<file path="config.mk">
export PLATFORM = sky130hd
export DESIGN_NAME = tagged_record_image_parser_core_flat
export DESIGN_NICKNAME = d
export VERILOG_FILES = /design/src/sv/trip_pkg.sv /design/src/sv/trip_if.sv /design/src/sv/trip_parse.sv /design/src/sv/trip_outq.sv /design/src/sv/tagged_record_image_parser_core.sv /design/src/flat_wrapper.sv
export SDC_FILE = /design/constraint.sdc
export NUM_CORES = 1
export LEC_CHECK = 0
export ABC_AREA = 1
export BUFFER_PORTS_ARGS = -buffer_cell sky130_fd_sc_hd__buf_2
export CORE_ASPECT_RATIO = 0.5
export CORE_MARGIN = 2
export CORE_UTILIZATION = 50
export CTS_BUF_LIST = sky130_fd_sc_hd__clkbuf_8
export DETAILED_ROUTE_END_ITERATION = 12
export GPL_TIMING_DRIVEN = 0
export MAX_ROUTING_LAYER = met4
export PLACE_DENSITY = 0.68
export SLEW_MARGIN = 20
export SYNTH_ARGS = -nofsm -noshare
export SYNTH_HDL_FRONTEND = slang
export SYNTH_SLANG_ARGS = --single-unit
export TNS_END_PERCENT = 30
</file>
<file path="constraint.sdc">
create_clock -name clk_i -period 9.84 [get_ports clk_i]
set_clock_uncertainty 0.15 [all_clocks]
set_input_delay 0.984 -clock clk_i [delete_from_list [all_inputs] [get_ports clk_i]]
set_output_delay 0.984 -clock clk_i [all_outputs]
set_load 0.02 [all_outputs]
</file>
<file path="src/sv/trip_pkg.sv">
`timescale 1ns / 1ps
`default_nettype none
// ----------------------------------------------------------------------------
// trip_pkg
// Types, codes and constants shared by the tagged-record image parser.
// ----------------------------------------------------------------------------
package trip_pkg;

  localparam int unsigned NameBytes = 32;
  localparam int unsigned HdrBytes  = 44;
  localparam int unsigned MarkLen   = 14;
  localparam int unsigned MinImage  = 2 * HdrBytes;

  // Marker names in ASCII, first character in the top byte; the byte after them is zero.
  localparam logic [8*13-1:0] HeadMark = 104'h5F5F555441475F484541445F5F;
  localparam logic [8*13-1:0] TailMark = 104'h5F5F555441475F5441494C5F5F;

  typedef enum logic [2:0] {
    ROLE_NAME    = 3'd0,
    ROLE_SIZE    = 3'd1,
    ROLE_FLAGS   = 3'd2,
    ROLE_CHECK   = 3'd3,
    ROLE_PAYLOAD = 3'd4,
    ROLE_PAD     = 3'd5,
    ROLE_DONE    = 3'd6
  } role_e;

  typedef enum logic [2:0] {
    ST_PARSING  = 3'd0,
    ST_TAIL_OK  = 3'd1,
    ST_SMALL    = 3'd2,
    ST_BAD_HEAD = 3'd3,
    ST_BAD_TAIL = 3'd4,
    ST_OVERRUN  = 3'd5
  } status_e;

  typedef enum logic [1:0] {
    REG_IMAGE_LEN = 2'd0,
    REG_NONE      = 2'd1
  } reg_idx_e;

  typedef struct packed {
    logic [24:0] image_pos;
    logic [24:0] rec_pos;
    logic [24:0] rec_start;
    logic [19:0] rec_count;
    logic [31:0] size_word;
    logic [31:0] flags_word;
    logic        head_match;
    logic        tail_match;
    status_e     status;
  } parse_state_t;

  localparam parse_state_t ParseReset = '{
    image_pos:  25'd0,
    rec_pos:    25'd0,
    rec_start:  25'd0,
    rec_count:  20'd0,
    size_word:  32'd0,
    flags_word: 32'd0,
    head_match: 1'b1,
    tail_match: 1'b1,
    status:     ST_PARSING
  };

  typedef struct packed {
    role_e       byte_role;
    logic [19:0] record_index;
    logic [23:0] field_offset;
    logic [7:0]  byte_value;
    logic [31:0] record_size;
    logic [31:0] record_flags;
    status_e     parse_status;
    logic        image_end;
  } result_t;

  // Byte idx of a marker name; bytes past the text read as zero.
  function automatic logic [7:0] mark_byte(logic [8*13-1:0] mark, logic [3:0] idx);
    logic [7:0] b;
    b = 8'd0;
    for (int i = 0; i < 13; i++) begin
      if (idx == 4'(i)) begin
        b = mark[8*(12-i) +: 8];
      end
    end
    return b;
  endfunction

endpackage
`default_nettype wire

</file>
<file path="src/sv/trip_if.sv">
`timescale 1ns / 1ps
`default_nettype none
// ----------------------------------------------------------------------------
// trip_in_if / trip_out_if
// Valid/ready channels carrying image bytes in and tagged bytes out.
// ----------------------------------------------------------------------------
interface trip_in_if;
  logic       valid;
  logic       ready;
  logic [7:0] data_byte;

  modport source (output valid, output data_byte, input ready);
  modport sink (input valid, input data_byte, output ready);
endinterface

interface trip_out_if;
  logic        valid;
  logic        ready;
  logic [2:0]  byte_role;
  logic [19:0] record_index;
  logic [23:0] field_offset;
  logic [7:0]  byte_value;
  logic [31:0] record_size;
  logic [31:0] record_flags;
  logic [2:0]  parse_status;
  logic        image_end;

  modport source (
    output valid, output byte_role, output record_index, output field_offset,
    output byte_value, output record_size, output record_flags,
    output parse_status, output image_end, input ready
  );
  modport sink (
    input valid, input byte_role, input record_index, input field_offset,
    input byte_value, input record_size, input record_flags,
    input parse_status, input image_end, output ready
  );
endinterface
`default_nettype wire

</file>
<file path="src/sv/trip_parse.sv">
`timescale 1ns / 1ps
`default_nettype none
// ----------------------------------------------------------------------------
// trip_parse
// One parser step: tags a byte and computes the next parse state.
// ----------------------------------------------------------------------------
module trip_parse
  import trip_pkg::*;
(
  input  parse_state_t st_i,
  input  logic [7:0]   byte_i,
  input  logic [24:0]  bs_i,
  output parse_state_t st_o,
  output result_t      res_o
);

  status_e     status;
  logic [24:0] rp;
  logic [24:0] pay_off;
  logic [33:0] padded;
  logic [33:0] room_need;
  logic        last;

  always_comb begin
    st_o      = st_i;
    res_o     = '{byte_role: ROLE_DONE, record_index: 20'd0, field_offset: 24'd0,
                  byte_value: byte_i, record_size: 32'd0, record_flags: 32'd0,
                  parse_status: ST_PARSING, image_end: 1'b0};
    status    = st_i.status;
    rp        = st_i.rec_pos;
    pay_off   = rp - 25'(HdrBytes);
    padded    = ({2'b0, st_i.size_word} + 34'd3) & ~34'd3;
    room_need = {9'b0, st_i.rec_start} + 34'(2 * HdrBytes) + padded;
    last      = 1'b0;

    if (status == ST_PARSING && bs_i < 25'(MinImage)) begin
      status = ST_SMALL;
    end

    if (status == ST_PARSING) begin
      res_o.record_index = st_i.rec_count;
      if (rp < 25'(NameBytes)) begin
        res_o.byte_role    = ROLE_NAME;
        res_o.field_offset = rp[23:0];
        if (rp < 25'(MarkLen)) begin
          if (byte_i != mark_byte(HeadMark, rp[3:0])) st_o.head_match = 1'b0;
          if (byte_i != mark_byte(TailMark, rp[3:0])) st_o.tail_match = 1'b0;
        end
      end else if (rp < 25'(NameBytes + 4)) begin
        res_o.byte_role    = ROLE_SIZE;
        res_o.field_offset = 24'(rp - 25'(NameBytes));
        st_o.size_word     = {st_i.size_word[23:0], byte_i};
      end else if (rp < 25'(NameBytes + 8)) begin
        res_o.byte_role    = ROLE_FLAGS;
        res_o.field_offset = 24'(rp - 25'(NameBytes + 4));
        st_o.flags_word    = {st_i.flags_word[23:0], byte_i};
      end else if (rp < 25'(HdrBytes)) begin
        res_o.byte_role    = ROLE_CHECK;
        res_o.field_offset = 24'(rp - 25'(NameBytes + 8));
      end else if ({7'b0, pay_off} < st_i.size_word) begin
        res_o.byte_role    = ROLE_PAYLOAD;
        res_o.field_offset = pay_off[23:0];
      end else begin
        res_o.byte_role    = ROLE_PAD;
        res_o.field_offset = pay_off[23:0] - st_i.size_word[23:0];
      end
      res_o.record_size  = (rp >= 25'(NameBytes + 3)) ? st_o.size_word : 32'd0;
      res_o.record_flags = (rp >= 25'(NameBytes + 7)) ? st_o.flags_word : 32'd0;

      // Header complete: head, then tail, then room for the next header.
      if (rp == 25'(HdrBytes - 1)) begin
        if (st_i.rec_count == 20'd0 &&
            (!st_i.head_match || st_i.size_word != 32'd0)) begin
          status = ST_BAD_HEAD;
        end else if (st_i.tail_match) begin
          status = (st_i.size_word != 32'd0) ? ST_BAD_TAIL : ST_TAIL_OK;
        end else if (room_need > {9'b0, bs_i}) begin
          status = ST_OVERRUN;
        end
        last = (status == ST_PARSING) && (padded == 34'd0);
      end else if (rp >= 25'(HdrBytes) && ({9'b0, pay_off} + 34'd1) == padded) begin
        last = 1'b1;
      end

      if (last) begin
        st_o.rec_pos    = 25'd0;
        st_o.rec_start  = st_i.image_pos + 25'd1;
        st_o.size_word  = 32'd0;
        st_o.flags_word = 32'd0;
        st_o.head_match = 1'b1;
        st_o.tail_match = 1'b1;
        st_o.rec_count  = st_i.rec_count + 20'd1;
      end else if (status == ST_PARSING) begin
        st_o.rec_pos = rp + 25'd1;
      end
    end

    st_o.status        = status;
    res_o.parse_status = status;

    // Last byte of the image: restart everything for the next one.
    if ({1'b0, st_i.image_pos} + 26'd1 >= {1'b0, bs_i}) begin
      res_o.image_end = 1'b1;
      st_o            = ParseReset;
    end else begin
      st_o.image_pos = st_i.image_pos + 25'd1;
    end
  end

endmodule
`default_nettype wire

</file>
<file path="src/sv/trip_outq.sv">
`timescale 1ns / 1ps
`default_nettype none
// ----------------------------------------------------------------------------
// trip_outq
// Two-entry result queue; keeps the input side moving while the sink stalls, until both entries are full.
// ----------------------------------------------------------------------------
module trip_outq
  import trip_pkg::*;
(
  input  logic    clk_i,
  input  logic    rst_ni,
  input  logic    push_i,
  input  result_t data_i,
  output logic    ready_o,
  output logic    valid_o,
  input  logic    pop_ready_i,
  output result_t data_o
);

  logic [1:0] cnt_q, cnt_d;
  result_t    slot0_q, slot1_q;
  logic       pop;

  assign valid_o = (cnt_q != 2'd0);
  assign ready_o = (cnt_q != 2'd2);
  assign data_o  = slot0_q;
  assign pop     = valid_o && pop_ready_i;

  always_comb begin
    cnt_d = cnt_q;
    if (push_i && !pop) cnt_d = cnt_q + 2'd1;
    if (!push_i && pop) cnt_d = cnt_q - 2'd1;
  end

  always_ff @(posedge clk_i or negedge rst_ni) begin
    if (!rst_ni) begin
      cnt_q <= 2'd0;
    end else begin
      cnt_q <= cnt_d;
    end
  end

  always_ff @(posedge clk_i) begin
    if (pop) begin
      // Advance the second entry, or take the new item straight into the head.
      if (cnt_q == 2'd2) begin
        slot0_q <= slot1_q;
      end else if (push_i) begin
        slot0_q <= data_i;
      end
    end else if (push_i) begin
      if (cnt_q == 2'd0) begin
        slot0_q <= data_i;
      end else begin
        slot1_q <= data_i;
      end
    end
  end

endmodule
`default_nettype wire

</file>
<file path="src/sv/tagged_record_image_parser_core.sv">
`timescale 1ns / 1ps
`default_nettype none
// ----------------------------------------------------------------------------
// tagged_record_image_parser_core
// Tags each byte of a record image with role, record, offset and status.
// ----------------------------------------------------------------------------
// The result of a byte is registered into the output queue as the byte is accepted.
// Throughput: one byte per cycle while the output queue has room; the parse step
// is a single pass of counters and compares on the parse state register.
// A two-entry output queue keeps input accepted while the result sink stalls, until it is full.
// Reset clears the parse state, the output queue and the image length (to zero).
// ----------------------------------------------------------------------------
module tagged_record_image_parser_core
  import trip_pkg::*;
#(
  parameter longint unsigned MAX_IMAGE_BYTES = 16777216
) (
  input  logic               clk_i,
  input  logic               rst_ni,
  trip_in_if.sink            item_i,
  trip_out_if.source         result_o,
  input  logic               psel,
  input  logic               penable,
  input  logic               pwrite,
  input  logic [2:0]         paddr,
  input  logic [31:0]        pwdata,
  output logic [31:0]        prdata,
  output logic               pready
);

  localparam logic [32:0] MaxBytes = 33'(MAX_IMAGE_BYTES);

  logic [24:0]  img_len_q;
  logic [24:0]  bs;
  reg_idx_e     reg_idx;
  parse_state_t st_q, st_d;
  result_t      res, head;
  logic         accept;
  logic         q_ready;

  // Configuration port
  assign pready  = 1'b1;
  assign reg_idx = (paddr[2] == 1'b0) ? REG_IMAGE_LEN : REG_NONE;

  always_comb begin
    unique case (reg_idx)
      REG_IMAGE_LEN: prdata = {7'b0, img_len_q};
      default:       prdata = 32'd0;
    endcase
  end

  always_ff @(posedge clk_i or negedge rst_ni) begin
    if (!rst_ni) begin
      img_len_q <= 25'd0;
    end else if (psel && penable && pwrite && reg_idx == REG_IMAGE_LEN) begin
      img_len_q <= pwdata[24:0];
    end
  end

  assign bs = ({8'b0, img_len_q} > MaxBytes) ? MaxBytes[24:0] : img_len_q;

  // Parse step
  assign accept       = item_i.valid && q_ready;
  assign item_i.ready = q_ready;

  trip_parse u_parse (
    .st_i   (st_q),
    .byte_i (item_i.data_byte),
    .bs_i   (bs),
    .st_o   (st_d),
    .res_o  (res)
  );

  always_ff @(posedge clk_i or negedge rst_ni) begin
    if (!rst_ni) begin
      st_q <= ParseReset;
    end else if (accept) begin
      st_q <= st_d;
    end
  end

  trip_outq u_outq (
    .clk_i       (clk_i),
    .rst_ni      (rst_ni),
    .push_i      (accept),
    .data_i      (res),
    .ready_o     (q_ready),
    .valid_o     (result_o.valid),
    .pop_ready_i (result_o.ready),
    .data_o      (head)
  );

  assign result_o.byte_role    = head.byte_role;
  assign result_o.record_index = head.record_index;
  assign result_o.field_offset = head.field_offset;
  assign result_o.byte_value   = head.byte_value;
  assign result_o.record_size  = head.record_size;
  assign result_o.record_flags = head.record_flags;
  assign result_o.parse_status = head.parse_status;
  assign result_o.image_end    = head.image_end;

  // Checks
  a_restart: assert property (@(posedge clk_i) disable iff (!rst_ni)
    accept && res.image_end |=> st_q.image_pos == 25'd0 && st_q.rec_count == 20'd0)
    else $error("parse state not restarted after image end");

  // Record position freezes once parsing stops, so only track it while parsing
  a_rec_in_image: assert property (@(posedge clk_i) disable iff (!rst_ni)
    st_q.status == ST_PARSING |-> st_q.rec_start + st_q.rec_pos == st_q.image_pos)
    else $error("record position out of step with image position");

  a_done_clear: assert property (@(posedge clk_i) disable iff (!rst_ni)
    result_o.valid && result_o.byte_role == ROLE_DONE |->
      result_o.record_index == 20'd0 && result_o.record_size == 32'd0 &&
      result_o.record_flags == 32'd0)
    else $error("byte past end carries record fields");

  a_full_has_head: assert property (@(posedge clk_i) disable iff (!rst_ni)
    !item_i.ready |-> result_o.valid)
    else $error("input stalled with empty result queue");

endmodule
`default_nettype wire

</file>
<file path="src/flat_wrapper.sv">
// flat-port wrapper written by rule: the top's interface ports become plain ports
module tagged_record_image_parser_core_flat import trip_pkg::*;
#(
  parameter longint unsigned MAX_IMAGE_BYTES = 16777216
)
  (clk_i, rst_ni, psel, penable, pwrite, paddr, pwdata, prdata, pready, item_i_valid, item_i_data_byte, item_i_ready, result_o_valid, result_o_byte_role, result_o_record_index, result_o_field_offset, result_o_byte_value, result_o_record_size, result_o_record_flags, result_o_parse_status, result_o_image_end, result_o_ready);
  trip_in_if item_i_i ();
  trip_out_if result_o_i ();
  input  logic clk_i;
  input  logic rst_ni;
  input  logic psel;
  input  logic penable;
  input  logic pwrite;
  input  logic [2:0] paddr;
  input  logic [31:0] pwdata;
  output logic [31:0] prdata;
  output logic pready;
  input wire logic [$bits(item_i_i.valid)-1:0] item_i_valid;
  input wire logic [$bits(item_i_i.data_byte)-1:0] item_i_data_byte;
  output wire logic [$bits(item_i_i.ready)-1:0] item_i_ready;
  output wire logic [$bits(result_o_i.valid)-1:0] result_o_valid;
  output wire logic [$bits(result_o_i.byte_role)-1:0] result_o_byte_role;
  output wire logic [$bits(result_o_i.record_index)-1:0] result_o_record_index;
  output wire logic [$bits(result_o_i.field_offset)-1:0] result_o_field_offset;
  output wire logic [$bits(result_o_i.byte_value)-1:0] result_o_byte_value;
  output wire logic [$bits(result_o_i.record_size)-1:0] result_o_record_size;
  output wire logic [$bits(result_o_i.record_flags)-1:0] result_o_record_flags;
  output wire logic [$bits(result_o_i.parse_status)-1:0] result_o_parse_status;
  output wire logic [$bits(result_o_i.image_end)-1:0] result_o_image_end;
  input wire logic [$bits(result_o_i.ready)-1:0] result_o_ready;
  assign item_i_i.valid = item_i_valid;
  assign item_i_i.data_byte = item_i_data_byte;
  assign item_i_ready = item_i_i.ready;
  assign result_o_valid = result_o_i.valid;
  assign result_o_byte_role = result_o_i.byte_role;
  assign result_o_record_index = result_o_i.record_index;
  assign result_o_field_offset = result_o_i.field_offset;
  assign result_o_byte_value = result_o_i.byte_value;
  assign result_o_record_size = result_o_i.record_size;
  assign result_o_record_flags = result_o_i.record_flags;
  assign result_o_parse_status = result_o_i.parse_status;
  assign result_o_image_end = result_o_i.image_end;
  assign result_o_i.ready = result_o_ready;
  tagged_record_image_parser_core #(.MAX_IMAGE_BYTES(MAX_IMAGE_BYTES)) u_core (.clk_i(clk_i), .rst_ni(rst_ni), .item_i(item_i_i), .result_o(result_o_i), .psel(psel), .penable(penable), .pwrite(pwrite), .paddr(paddr), .pwdata(pwdata), .prdata(prdata), .pready(pready));
endmodule
</file>
======== Word level (Yosys, flattened, before mapping) ========
Index checks and enable logic that the tools add are counted.
operators by class
  add/sub/neg operators ................... 15
  order comparisons ....................... 13
  equality and inequality tests ........... 18
  muxes and demuxes ....................... 77
  bitwise logic cells ..................... 2
  reductions and logical operators ........ 44
operators by type and width
  operator                                                                               number
  123-bit two-way mux                                                                    5
  8-bit two-way mux                                                                      24
  32-bit two-way mux                                                                     5
  139-bit two-way mux                                                                    1
  136-bit two-way mux                                                                    1
  64-bit two-way mux                                                                     2
  25-bit two-way mux                                                                     5
  24-bit two-way mux                                                                     5
  111-bit two-way mux                                                                    1
  25-bit by 6-bit < comparator with 1-bit output (second input constant)                 4
  25-bit by 6-bit greater-or-equal comparator with 1-bit output (second input constant)  3
  24-bit by 6-bit subtractor with 24-bit output (second input constant)                  3
  25-bit by 1-bit adder with 26-bit output (second input constant)                       2
  25-bit by 1-bit adder with 25-bit output (second input constant)                       2
  47-bit two-way mux                                                                     1
  3-bit two-way mux                                                                      14
  26-bit by 33-bit adder with 34-bit output                                              1
  34-bit by 25-bit > comparator with 1-bit output                                        1
  34-bit logical NOT                                                                     1
  32-bit by 2-bit adder with 33-bit output (second input constant)                       1
  26-bit by 33-bit equality test with 1-bit output                                       1
  25-bit by 32-bit < comparator with 1-bit output                                        1
  32-bit nonzero test                                                                    1
  25-bit by 7-bit adder with 26-bit output (second input constant)                       1
  33 further kinds                                                                       83
storage, ports and cells
  register bits after elaboration ......... 437
  output and inout bits ................... 158
  logic and storage cells ................. 196

======== Logic depth before layout (Yosys ltp) ========
  depth in word-level cells ............... 24
  depth in mapped cells ................... 46

======== Hierarchy ========
Synthesis repeated with hierarchy kept, for this count alone.
unflattened totals
  cell total of the unflattened synthesis .. 4257
  area total of the unflattened synthesis .. 30787.0 um^2
by module, submodules not included
  module                           instances  cells each  area an instance (um^2)
  trip_parse                       1          2686        13870.8
  trip_outq                        1          680         9296.4
  tagged_record_image_parser_core  1          891         7619.8

======== Worst setup path before layout ========
Ideal clock, no wire load.
  kind .................................... input to register
  start ................................... in item_i_valid
  end ..................................... reg u_core.u_outq.slot1_q[0] (netlist bit) (enable)
  arrival time ............................ 6890 ps
  required time ........................... 9083 ps
  path slack .............................. 2193 ps
  cell stages on the path ................. 4
  path buffers ............................ 0
  cell sequence ........................... inv_1 -> nor2_1 -> clkinv_1 -> nor2_1
between the ends
  longest elaborated chain between the ends .. 2
ends and longest elaborated chain
  item                           line                                   RTL
  from (decl)                    flat_wrapper.sv:18                     input wire logic [$bits(item_i_i.valid)-1:0] item_i_valid;
  1-bit logical AND              tagged_record_image_parser_core.sv:63  assign accept = item_i.valid && q_ready;
  3-bit AND reduction (no line)  n/a
  to (signal assigned)           trip_outq.sv:55                        slot1_q <= data_i;
  to (decl)                      trip_outq.sv:21                        result_t slot0_q, slot1_q;
No other way between the ends.
A chain may end at the register's enable or synchronous reset.

======== Worst setup path in the final report ========
  start ................................... reg u_core.st_q[44] (netlist bit)
  end ..................................... reg u_core.st_q[76] (netlist bit)
between the ends
  longest elaborated chain between the ends .. 14
  elaborated cells between the ends (all ways) .. 22
  those cells by class .................... 2 x add/sub; 1 x order compare; 1 x eq/ne; 9 x mux; 9 x reduce/logical
ends and longest elaborated chain
  item                                             line                                   RTL
  from (decl)                                      tagged_record_image_parser_core.sv:36  parse_state_t st_q, st_d;
  from (signal assigned)                           tagged_record_image_parser_core.sv:76  st_q <= ParseReset;
  from (signal assigned)                           tagged_record_image_parser_core.sv:78  st_q <= st_d;
  32-bit by 2-bit adder with 33-bit output         trip_parse.sv:32                       padded = ({2'b0, st_i.size_word} + 34'd3) & ~34'd3;
  26-bit by 33-bit adder with 34-bit output        trip_parse.sv:33                       room_need = {9'b0, st_i.rec_start} + 34'(2 * HdrBytes) + padded;
  34-bit by 25-bit > comparator with 1-bit output  trip_parse.sv:77                       end else if (room_need > {9'b0, bs_i}) begin
  3-bit two-way mux                                trip_parse.sv:77
  3-bit two-way mux                                trip_parse.sv:75                       end else if (st_i.tail_match) begin
  3-bit two-way mux                                trip_parse.sv:72                       if (st_i.rec_count == 20'd0 &&
  3-bit two-way mux                                trip_parse.sv:71                       if (rp == 25'(HdrBytes - 1)) begin
  3-bit two-way mux                                trip_parse.sv:40                       if (status == ST_PARSING) begin
  3-bit logical NOT                                trip_parse.sv:80                       last = (status == ST_PARSING) && (padded == 34'd0);
  1-bit logical AND                                trip_parse.sv:80
  1-bit two-way mux *                              trip_parse.sv:71
  1-bit two-way mux *                              trip_parse.sv:40
  2-bit nonzero test (no line) *                   n/a
  3-bit AND reduction (no line) *                  n/a
Mark *: on every way between the ends. The rest lies on a longest branch, timed or not. The select of a mux whose other input is x is not followed.

==> reports/metrics.yaml <==
clk_pin_slew_worst_paths_ns: 0.07
power_leakage_uw: 0.0144
internal_power_uw: 6210
post_dp_cell_area_sq_um: 29600
die_h_microns: 170
grt_pass1_vias: 23230
htreeDepth: 3
r2r_cells: 42
cp.arrival_ns: 7.89
nets: 3766
max_freq_mhz: 133
area_growth_pct: 12.5
synth_top_area_share: 0.268
cts_hold_buf: 0
cts-root-buf: "clkbuf_8"
wl_per_cell_microns: 21.1
crit_fanout: 10
design_area_sq_um: 31000
syn_area_per_cell_sq_um: 8.34
drtAntennaViolNets: 0
die_area_sq_um: 57100
power_uw: 12500
drt-initial-drc-count: 2513
outcome: "finished, final reports clean"
slew-limit-headroom: 0.269
first_pass_iters: 7
p_per_area_nw_per_um2: 404
rsz0062_at_grt: "no"
reg2reg_slack_ns: 2.30
cts_setup_buffers: 0
die_w_microns: 336
grt_antenna_before_repair: 6
min_period_ns: 7.54
ir_worst_vdd_mv: 0.152
setup_ws_ns: 2.30
yosys_warnings: 0
cap_violations: 0
fp-row-count: 60
netlist_area_sq_um: 27500
cts_resized: 0
crit_path_max_incr_delay_ns: 0.68
clock-sinks: 437
post-route-util: 0.573
numCtsBuffers: 67
clock_latency_ns: 0.66
finalWirelength_microns: 91400
p_seq_frac: 0.266
startpoint: "u_core.st_q[44]$_DFFE_PN0P_"
drc: 0
drive_gt1_frac: 0.156
postSynthCellCount: 3300
grt_first_pass_wirelength_microns: 139000
pin_count: 208
clockPowerShare: 0.127
whs_ns: 0.0730
vias: 24718
end_kind: "flop"
start_util: 0.509
setup_viol: 0
routed_via_density: 5.69
yosysTopAreaCell: "edfxtp_1"
gp_congestion: 1.00
power.switching_uw: 6300
ys_top_cells_by_area: "edfxtp_1, dfrtp_1, nand2_1, ha_1, nor2_1"
ys_seq_area_frac: 0.442
slowest_stage: "a21oi_1"
cts_tree: "built"
crit_type: "flop to flop"
synthArstFlopShare: 0.437
r2r-start: "u_core.st_q[44]$_DFFE_PN0P_"
grt_use_total: 0.331
p_comb_frac: 0.607
synth_cell_types: 68
pre_cts_slack_ns: 2.69
overflow: 0
grt_max_degree: 78
synth_edf_count: 246
core_area_sq_um: 54100
clock_path_buffers: 3
ys.flop_type: "edfxtp_1"
cp-start-kind: "flop"
ys_ff_latch: 437
place_hpwl_microns: 72600
worstMarginPinSlew_ns: 1.09
post-route-period-util: 0.766
r2r-end: "u_core.st_q[76]$_DFFE_PN0P_"
worst_ep_required_time_ns: 10.19
maxSlewViolCount: 0
min_path_type: "input port to async pin"
io_buffers: 189
hold_viol: 0
sw_frac_of_total: 0.504
crit_top_cell: "nand2_1"
critical path: cells and delay by family, from the launching register on:
| family | cells | cell delay (ns) |
|---|---|---|
| buffers and inverters | 6 | 1.00 |
| DFF | 1 | 0.49 |
| AOI/OAI and AO/OA | 3 | 1.05 |
| and+or+nand+nor | 29 | 3.39 |
| xor gates and xnor gates | 1 | 0.24 |
| adders and majority gates | 3 | 1.04 |
synth_stat cells, drive strengths merged (3+ instances only):
master  number
o22ai      102
o21ai      226
and2         3
o21a         7
nand2      723
nand3b       7
buf         47
xor2        85
a31oi       17
nor2       432
clkbuf      60
a21o         6
nor4        31
nand4       61
o211ai      11
edfxtp     246
ha         142
a21oi      161
a211oi       6
o31ai        6
inv        390
xnor2       22
dfrtp      189
clkinv       5
a21boi       5
o221ai       3
or2          8
nand3      145
mux2        95
nor3        37
how the worst max path moves through the flow:
stage,end,slack [ns]
6_report,u_core.st_q[76]$_DFFE_PN0P_,2.30
4_1_cts,u_core.st_q[92]$_DFFE_PN0P_,2.66
3_3_place_gp,u_core.u_outq.slot1_q[60]$_DFFE_PP_,-2.02
5_1_grt,u_core.st_q[77]$_DFFE_PN0P_,1.99
3_5_place_dp,u_core.st_q[76]$_DFFE_PN0P_,2.69
2_1_floorplan,u_core.u_outq.slot1_q[0]$_DFFE_PP_,2.19
stage by stage:
stage,std cells,setup TNS (ns)
4_1_cts,4339,0
3_3_place_gp,4208,-245.54
5_1_grt,4340,0
6_report,4341,0
2_1_floorplan,3306,0
3_5_place_dp,4216,0
state kept, by name, summed over array words and instances (netlist names):
signal                 cells
u_core.st_q              164
u_core.u_outq.data_o     123
u_core.img_len_q          25
u_core.u_outq.cnt_q        2
u_core.u_outq.slot1_q    123
power by group through the flow:
stage / logic (uW) / registers [uW] / clock network (uW)
after detailed placement: 7420 / 3360 / 0
final: 7590 / 3340 / 1590
after CTS: 7460 / 3330 / 1610
after global placement: 7290 / 3400 / 0
after global routing: 8330 / 3400 / 1700
after floorplan: 4780 / 3660 / 0
cells by family after synthesis:
group,Yosys count,synth area share
AOI/OAI and AO/OA,561,0.115
DFF,437,0.442
muxes,95,0.0389
other,2,0.000273
xor gates and xnor gates,107,0.0354
and+or+nand+nor,1452,0.230
buffers and inverters,502,0.0724
adders and majority gates,144,0.0660
layer usage:
metal	vias up	share of wire	track usage
met3	126	0.086	0.0590
met5	-	0	-
li1	11707	-	-
met4	0	0.020	0.0729
met1	11836	0.47	0.478
met2	1049	0.43	0.485
layout by cell type (no fill, tap or decap), drive strengths merged, types with 37 or more instances in the layout:
cell	count
a21oi	161
buf	244
clkbuf	137
dfrtp	189
edfxtp	246
ha	142
inv	411
mux2	95
nand2	723
nand3	145
nand4	61
nor2	432
nor3	37
o21ai	226
o22ai	102
xor2	85
area by class of cell:
cell class | count | area, sq um
Antenna cell | 2 | 5.00
Tap cell | 713 | 892
Timing Repair Buffer | 197 | 1140
Multi-Input combinational cell | 2367 | 13400
Inverter | 395 | 1490
Fill cell | 5031 | 23100
Clock buffer | 77 | 1060
Sequential cell | 437 | 12200
Buffer | 107 | 508
Clock inverter | 46 | 308
No activity file was read; power rests on OpenSTA's default activity.
